===== src/rtl/core/tkl_pkg.sv =====
// ----------------------------------------------------------------------------
// tkl_pkg
// Shared widths, node record layouts, control word format and the
// microprogram of the trie key lookup unit.
// ----------------------------------------------------------------------------
package tkl_pkg;

  // Node store geometry
  localparam int unsigned NODE_COUNT = 65536;
  localparam int unsigned ADDR_W     = 16;
  localparam int unsigned CHAR_W     = 8;
  localparam int unsigned INFO_W     = 24;

  // Upper bound on nodes visited by one sibling walk
  localparam int unsigned WALK_LIMIT = 65536;
  localparam int unsigned STEP_W     = $clog2(WALK_LIMIT);

  // Item opcodes
  localparam logic OP_WRITE = 1'b0;
  localparam logic OP_KEY   = 1'b1;

  // Link record of one node
  typedef struct packed {
    logic [ADDR_W-1:0] child;
    logic              has_child;
    logic [ADDR_W-1:0] sibling;
    logic              has_sibling;
    logic [CHAR_W-1:0] ch;
  } link_t;

  // Info record of one node
  typedef struct packed {
    logic              has_info;
    logic [INFO_W-1:0] info;
  } info_t;

  // Datapath action selected by a control word
  typedef enum logic [3:0] {
    ACT_NONE,
    ACT_FETCH,
    ACT_WRITE,
    ACT_ROOT_RD,
    ACT_ROOT_CHK,
    ACT_WALK_INIT,
    ACT_WALK_RD,
    ACT_WALK_CHK,
    ACT_MISS,
    ACT_HIT
  } act_t;

  // Jump condition of a control word
  typedef enum logic [2:0] {
    C_NEVER,
    C_ALWAYS,
    C_KEY,
    C_NOT_START,
    C_DEAD,
    C_HIT,
    C_LIVE
  } cond_t;

  typedef logic [3:0] upc_t;

  // Microprogram labels
  localparam upc_t PC_FETCH     = 4'd0;
  localparam upc_t PC_DISPATCH  = 4'd1;
  localparam upc_t PC_WRITE     = 4'd2;
  localparam upc_t PC_START     = 4'd3;
  localparam upc_t PC_ROOT_RD   = 4'd4;
  localparam upc_t PC_ROOT_CHK  = 4'd5;
  localparam upc_t PC_INIT      = 4'd6;
  localparam upc_t PC_WALK_RD   = 4'd7;
  localparam upc_t PC_WALK_CHK  = 4'd8;
  localparam upc_t PC_WALK_NEXT = 4'd9;
  localparam upc_t PC_MISS      = 4'd10;
  localparam upc_t PC_HIT       = 4'd11;

  typedef struct packed {
    act_t  act;
    cond_t cond;
    upc_t  target;
  } uword_t;

  // Status flags the sequencer branches and stalls on
  typedef struct packed {
    logic in_valid;
    logic is_key;
    logic at_start;
    logic dead;
    logic char_hit;
    logic last;
    logic out_busy;
  } dp_status_t;

  // Microprogram ROM
  function automatic uword_t ucode_rom(input upc_t pc);
    uword_t w;
    unique case (pc)
      PC_FETCH:     w = '{act: ACT_FETCH,     cond: C_NEVER,     target: PC_FETCH};
      PC_DISPATCH:  w = '{act: ACT_NONE,      cond: C_KEY,       target: PC_START};
      PC_WRITE:     w = '{act: ACT_WRITE,     cond: C_ALWAYS,    target: PC_FETCH};
      PC_START:     w = '{act: ACT_NONE,      cond: C_NOT_START, target: PC_INIT};
      PC_ROOT_RD:   w = '{act: ACT_ROOT_RD,   cond: C_NEVER,     target: PC_FETCH};
      PC_ROOT_CHK:  w = '{act: ACT_ROOT_CHK,  cond: C_NEVER,     target: PC_FETCH};
      PC_INIT:      w = '{act: ACT_WALK_INIT, cond: C_DEAD,      target: PC_MISS};
      PC_WALK_RD:   w = '{act: ACT_WALK_RD,   cond: C_NEVER,     target: PC_FETCH};
      PC_WALK_CHK:  w = '{act: ACT_WALK_CHK,  cond: C_HIT,       target: PC_HIT};
      PC_WALK_NEXT: w = '{act: ACT_NONE,      cond: C_LIVE,      target: PC_WALK_RD};
      PC_MISS:      w = '{act: ACT_MISS,      cond: C_ALWAYS,    target: PC_FETCH};
      PC_HIT:       w = '{act: ACT_HIT,       cond: C_ALWAYS,    target: PC_FETCH};
      default:      w = '{act: ACT_NONE,      cond: C_ALWAYS,    target: PC_FETCH};
    endcase
    return w;
  endfunction

endpackage


===== src/rtl/core/tkl_useq.sv =====
// ----------------------------------------------------------------------------
// tkl_useq
// Microsequencer: step counter, control ROM lookup, stall and
// conditional jump logic.
// ----------------------------------------------------------------------------
module tkl_useq (
  input  logic                   clk,
  input  logic                   rst,
  input  tkl_pkg::dp_status_t    status,
  output tkl_pkg::uword_t        uword
);
  import tkl_pkg::*;

  upc_t pc;
  upc_t pc_next;
  logic stall;
  logic take;

  assign uword = ucode_rom(pc);

  // Hold on a missing input word or, on the last character of a key, a full result register
  always_comb begin
    stall = 1'b0;
    if (uword.act == ACT_FETCH && !status.in_valid) begin
      stall = 1'b1;
    end
    if ((uword.act == ACT_MISS || uword.act == ACT_HIT) && status.last && status.out_busy) begin
      stall = 1'b1;
    end
  end

  // Jump condition
  always_comb begin
    unique case (uword.cond)
      C_NEVER:     take = 1'b0;
      C_ALWAYS:    take = 1'b1;
      C_KEY:       take = status.is_key;
      C_NOT_START: take = !status.at_start;
      C_DEAD:      take = status.dead;
      C_HIT:       take = status.char_hit;
      C_LIVE:      take = !status.dead;
      default:     take = 1'b0;
    endcase
  end

  always_comb begin
    if (stall) begin
      pc_next = pc;
    end else if (take) begin
      pc_next = uword.target;
    end else begin
      pc_next = pc + upc_t'(1);
    end
  end

  always_ff @(posedge clk) begin
    if (rst) begin
      pc <= PC_FETCH;
    end else begin
      pc <= pc_next;
    end
  end

endmodule


===== config.mk =====
export PLATFORM = sky130hd
export DESIGN_NAME = tkl_useq
export DESIGN_NICKNAME = d
export VERILOG_FILES = /design/src/rtl/core/tkl_pkg.sv /design/src/rtl/core/tkl_useq.sv
export SDC_FILE = /design/constraint.sdc
export NUM_CORES = 1
export LEC_CHECK = 0
export BUFFER_PORTS_ARGS = -buffer_cell sky130_fd_sc_hd__buf_4
export CORE_UTILIZATION = 51
export CTS_CLUSTER_SIZE = 28
export DETAILED_ROUTE_END_ITERATION = 12
export GPL_TIMING_DRIVEN = 0
export MAX_ROUTING_LAYER = met4
export PLACE_DENSITY = 0.79
export SYNTH_ARGS = -nofsm -noshare
export SYNTH_HDL_FRONTEND = slang
export SYNTH_SLANG_ARGS = --single-unit

===== constraint.sdc =====
create_clock -name clk -period 2.7 [get_ports clk]
set_input_delay 0 -clock clk [delete_from_list [all_inputs] [get_ports clk]]
set_output_delay 0 -clock clk [all_outputs]
set_load 0.05 [all_outputs]

Word level (Yosys, flattened, before mapping)
Memories as Yosys holds them, arrays and structs flattened. A register that Yosys moved wholly into a read port is not among the register bits.
Index checks and enable logic that the tools add are counted.
Widths: inputs -> output; s select.
{ "classes": {"add_sub_neg": 1, "eq_ne": 9, "muxes": 6, "n_reduce_logical": 7} }
{ "op_table": {"columns": ["cell", "count"], "rows": [
  ["$mux 4", 3],
  ["$eq 3x3->1 const B", 3],
  ["$eq 4x4->1 const B", 2],
  ["$eq 3x2->1 const B", 2],
  ["$pmux 1 s6", 1],
  ["$add 4x1->4 const B", 1],
  ["$eq 4x1->1 const B", 1],
  ["$eq 3x1->1 const B", 1],
  ["$logic_and 1x1->1", 3],
  ["$logic_not 1->1", 3],
  ["$mux 1", 2],
  ["$logic_or 1x1->1", 1]
]} }
{ "totals": {"register_bits": 4, "rom_bits": 176, "input_bits": 9, "output_inout_bits": 11, "elab_cells": 25, "memories": 1} }
{ "memory_table": {"columns": ["name", "depth", "width", "rd", "rd_ports_with_merged_regs", "write_ports", "line", "source"], "rows": [
  ["(name not given)", 16, 11, 1, 1, 0, "tkl_pkg.sv:98", "unique case (pc)"]
]} }

Logic depth before layout (Yosys ltp)
{ "logic_depth": {"word_depth": 7, "depth_mapped": 10, "depth_no_buf": 10} }

Worst setup path after synthesis
No wires, ideal clock.
{ "synth_timing": {"path_kind": "flip-flop to flip-flop", "startpoint": "register, netlist name uword[5]", "endpoint": "register, netlist name uword[8]", "setup_ns": 0.067, "arrival_ns": 2.432, "t_required_ns": 2.633, "slack_ns": 0.201, "stages_incl_launch_ff": 9, "period_less_slack_ns": 2.499, "cell_sequence": "dfxtp_1 > nand2b_1 > a21boi_2 > o21a_4 > or3_1 > a31o_2 > ha_1 > mux2_4 > o21ai_2"} }
{ "synth_between": {"elab_chain_len": 5} }
{ "synth_lines": {"columns": ["item", "line", "source"], "rows": [
  ["$eq 3x3->1 (tied with other cells)", "tkl_useq.sv:34", "unique case (uword.cond)"],
  ["$pmux 1 s6 (*)", "tkl_useq.sv:34", null],
  ["$mux 4 (*)", "tkl_useq.sv:49", "end else if (take) begin"],
  ["$mux 4 (no line) (*) (2 in a row)", null, null]
]} }
Every way passes the cells marked *; elsewhere a longest branch is shown, timed or not.
A chain may end at the register's enable or synchronous reset.

Final worst setup path
{ "layout_timing": {"startpoint": "register, netlist name uword[4]", "endpoint": "register, netlist name uword[8]"} }
{ "layout_between": {"elab_chain_len": 5} }
{ "layout_lines": {"columns": ["item", "line"], "rows": [
  ["$eq 3x3->1 (tied with other cells)", "tkl_useq.sv:34"],
  ["$pmux 1 s6 (*)", "tkl_useq.sv:34"],
  ["$mux 4 (*)", "tkl_useq.sv:49"],
  ["$mux 4 (no line) (*) (2 in a row)", null]
]} }
Marked as above.

==> flow_metrics.tcl <==
set metrics [dict create \
    clock_tree.root_cell "clkbuf_4" \
    ioPinCount 20 \
    mappedNetlistNets 104 \
    cts-root-to-sink-buffers 2 \
    min_period_ps 2370 \
    worst_clock_skew_ps 1.02 \
    final.fill_count 117 \
    drt_drc_violations_left 0 \
    yosys_register_bits 15 \
    die-area_mm2 0.00184 \
    post_cts_resize_count 0 \
    yosysWarnings 0 \
    num_antenna_cells 0 \
    routabilityCongestion 0.866 \
    first_pass_grt_wire_length_um 2920 \
    max_stage_delay_on_crit_path_ps 430 \
    final_cell_area_mm2 0.00104 \
    synth_cell_type_count 37 \
    finalSetupTns_ps 0 \
    track_usage_pct 21.9 \
    vias 733 \
    worst_r2r_startpoint "uword[4]" \
    port-buffer-count 19 \
    layout_cells_sized_above_1_pct 30.6 \
    r2r_end "uword[8]" \
    power.static_leakage_nw 0.485 \
    tightestPinTransition_ps 381 \
    outcome "finished clean" \
    cts_max_level 1 \
    worst_setup_path_start_kind "flip-flop" \
    routed_wl_um 1770 \
    critPathCapture "uword[8]" \
    timing.critical_path.from "uword[4]" \
    synth_edf_count 0 \
    clock_slew_at_the_register_clock_pins_of_the_worst_setup_and_hold_paths_ps 80 \
    worst_path_most_repeated_cell "inv_1" \
    commonest_cells_after_routing_fill_and_taps_aside "buf_4 (19), dfxtp_1 (15), inv_1 (7), ha_1 (7)" \
    design.final.nets 128 \
    floorplan.die.height_um 42.9 \
    grt_pass1_vias 678 \
    postCtsSetupBuffers 0 \
    clk-insertion-delay-late_ps 280 \
    ys_async_sr_fraction_pct 0 \
    syn_to_final_growth_pct 22.2 \
    timing.critical_path.max_delay_family "compound AO/OA/AOI/OAI gates" \
    vdd_drop_max_v 0.000514 \
    placed_cell_area_mm2 0.00101 \
    cts_sinks 15 \
    timing.hold.worst.class "primary input to flip-flop" \
    viasPerCell 5.77 \
    initialDrtViolationCount 19 \
    crit_slowest_cell "a211o_1" \
    tcrit_tclk_final_pct 87.7 \
    drv.max_cap_violation_count 0 \
    endpoint_kind "flip-flop" \
    timing.setup.critical_path_class "flip-flop to flip-flop" \
    timing.final.setup_violations 0 \
    die_x_um 42.9 \
    detailed_router_iteration_count_before_antenna_repair 4 \
    r2r.worst_path.cells 10 \
    max_slew_margin_pct 74.4 \
    syn-mean-instance-area_um2 9.68 \
    rrSetupSlack_ps 330 \
    row_count 14 \
    seq_area_frac_synth_pct 35.2 \
    cts_tree "done" \
    worst-endpoint-arrival_ps 2590 \
    most_frequent_standard_cell_in_the_layout_excluding_fill_and_tap_cells "buf_4" \
    maxSlewViolCount 0 \
    post-dp-hpwl_um 1370 \
    worstPathBufferInverterCount 2 \
    cp_data_required_time_ps 2920 \
    timing_hold_violations_final 0 \
    grt_overflow 0 \
    synth_top_flop_cell "dfxtp_1" \
    grt_setup_unrepaired "false" \
    route.detailed.wl_per_inst_um 13.9 \
    max_freq_mhz 423 \
    design.core.area_mm2 0.00154 \
    cts_made_buffers 3 \
    number_of_nets_with_antenna_violations_after_detailed_routing 0 \
    grt_antenna_before_repair 0 \
    post_cts_hold_buffer_count 0 \
    crit_cells 10 \
    initial_utilization_pct 55.3 \
    syn-instance-count 88 \
    synth_area_um2 852 \
    power_density_mw_per_mm2 1090 \
    cp_cell_sequence "nor2b_1 > o2bb2ai_1 > o21a_4 > mux2i_1 > a211o_1 > inv_1 > ha_1 > inv_1 > mux2_4 > o21ai_2" \
    grt_max_degree 10 \
    path_max_fanout 9 \
]
layer usage:
layer	up-vias	global-route usage [%]	wire length [um]
met3	5	1.28	40
li1	363	-	-
met5	-	-	0
met1	349	26.5	795
met4	0	13.1	42
met2	16	35.5	887
worst reg2reg max path, delay by kind of cell (launching register included):
| family | cells | cell delay (ps) |
|---|---|---|
| compound gates | 4 | 930 |
| fa+ha+maj | 1 | 210 |
| simple gates | 1 | 150 |
| mux | 2 | 350 |
| flops | 1 | 410 |
| buf+inv | 2 | 250 |
stage by stage:
step                      total power [mW]  instances  util (%)  setup WS, ps  hold slack [ps]
after floorplan                      0.847         88         -           201              238
after global placement               0.990        123      65.8           401              383
after detailed placement              1.01        123      65.8           341              403
after CTS                             1.14        127      67.5           309              101
after global routing                  1.22        127      67.5          74.5              118
final                                 1.14        127      67.5           333              107
sequential cells by signal, indices dropped and copies added (netlist names):
register	cells
pc	4
uword	11
layout make-up:
cell class,instances,area [um2],area share (%)
repair buffers,19,143,13.7
multi-input cells,66,526,50.5
inverters,7,26.3,2.52
flip-flops and latches,15,300,28.8
clock buffers,4,26.3,2.52
well taps,16,20.0,1.92
worst min-delay path by stage:
stage	start	to	slack (ps)	depth (start not counted)
after floorplan	rst	pc[2]	240	2
after CTS	rst	pc[2]	100	3
final	rst	pc[2]	110	3
after global routing	rst	pc[2]	120	3
after detailed placement	rst	pc[2]	400	3
after global placement	rst	pc[2]	380	3
power by group:
group          leakage, nW  internal (mW)  switching (mW)  total [mW]
Combinational        0.347          0.255           0.419       0.673
Sequential           0.123          0.287          0.0518       0.338
Clock               0.0150         0.0574          0.0695       0.127
Total                0.485          0.599           0.540        1.14
logic make-up after synthesis:
family                   count (synthesis)  synth area share, %
XOR/XNOR                                 1                 1.03
multiplexers                             3                 4.11
AO/OA/AOI/OAI                           25                 26.3
buffers and inverters                    7                 3.08
adder cells (fa/ha/maj)                  7                 10.3
AND/OR/NAND/NOR                         30                 20.0
flip-flops                              15                 35.2
cells in the mapped netlist (2+ instances only):
| master | number | area share (%) |
|---|---|---|
| a21oi_1 | 3 | 1.8 |
| and2_1 | 2 | 1.5 |
| dfxtp_1 | 15 | 35 |
| ha_1 | 7 | 10 |
| inv_1 | 7 | 3.1 |
| mux2i_1 | 2 | 2.3 |
| nand2_1 | 6 | 2.6 |
| nand2b_1 | 2 | 1.5 |
| nand3_1 | 4 | 2.3 |
| nand3b_1 | 3 | 2.6 |
| nor2_1 | 6 | 2.6 |
| o2111ai_1 | 2 | 2.1 |
| o21ai_0 | 2 | 1.2 |
| o21ai_2 | 3 | 3.1 |
| o31ai_1 | 2 | 1.8 |
Note: power is estimated with default switching activity, not from simulation.
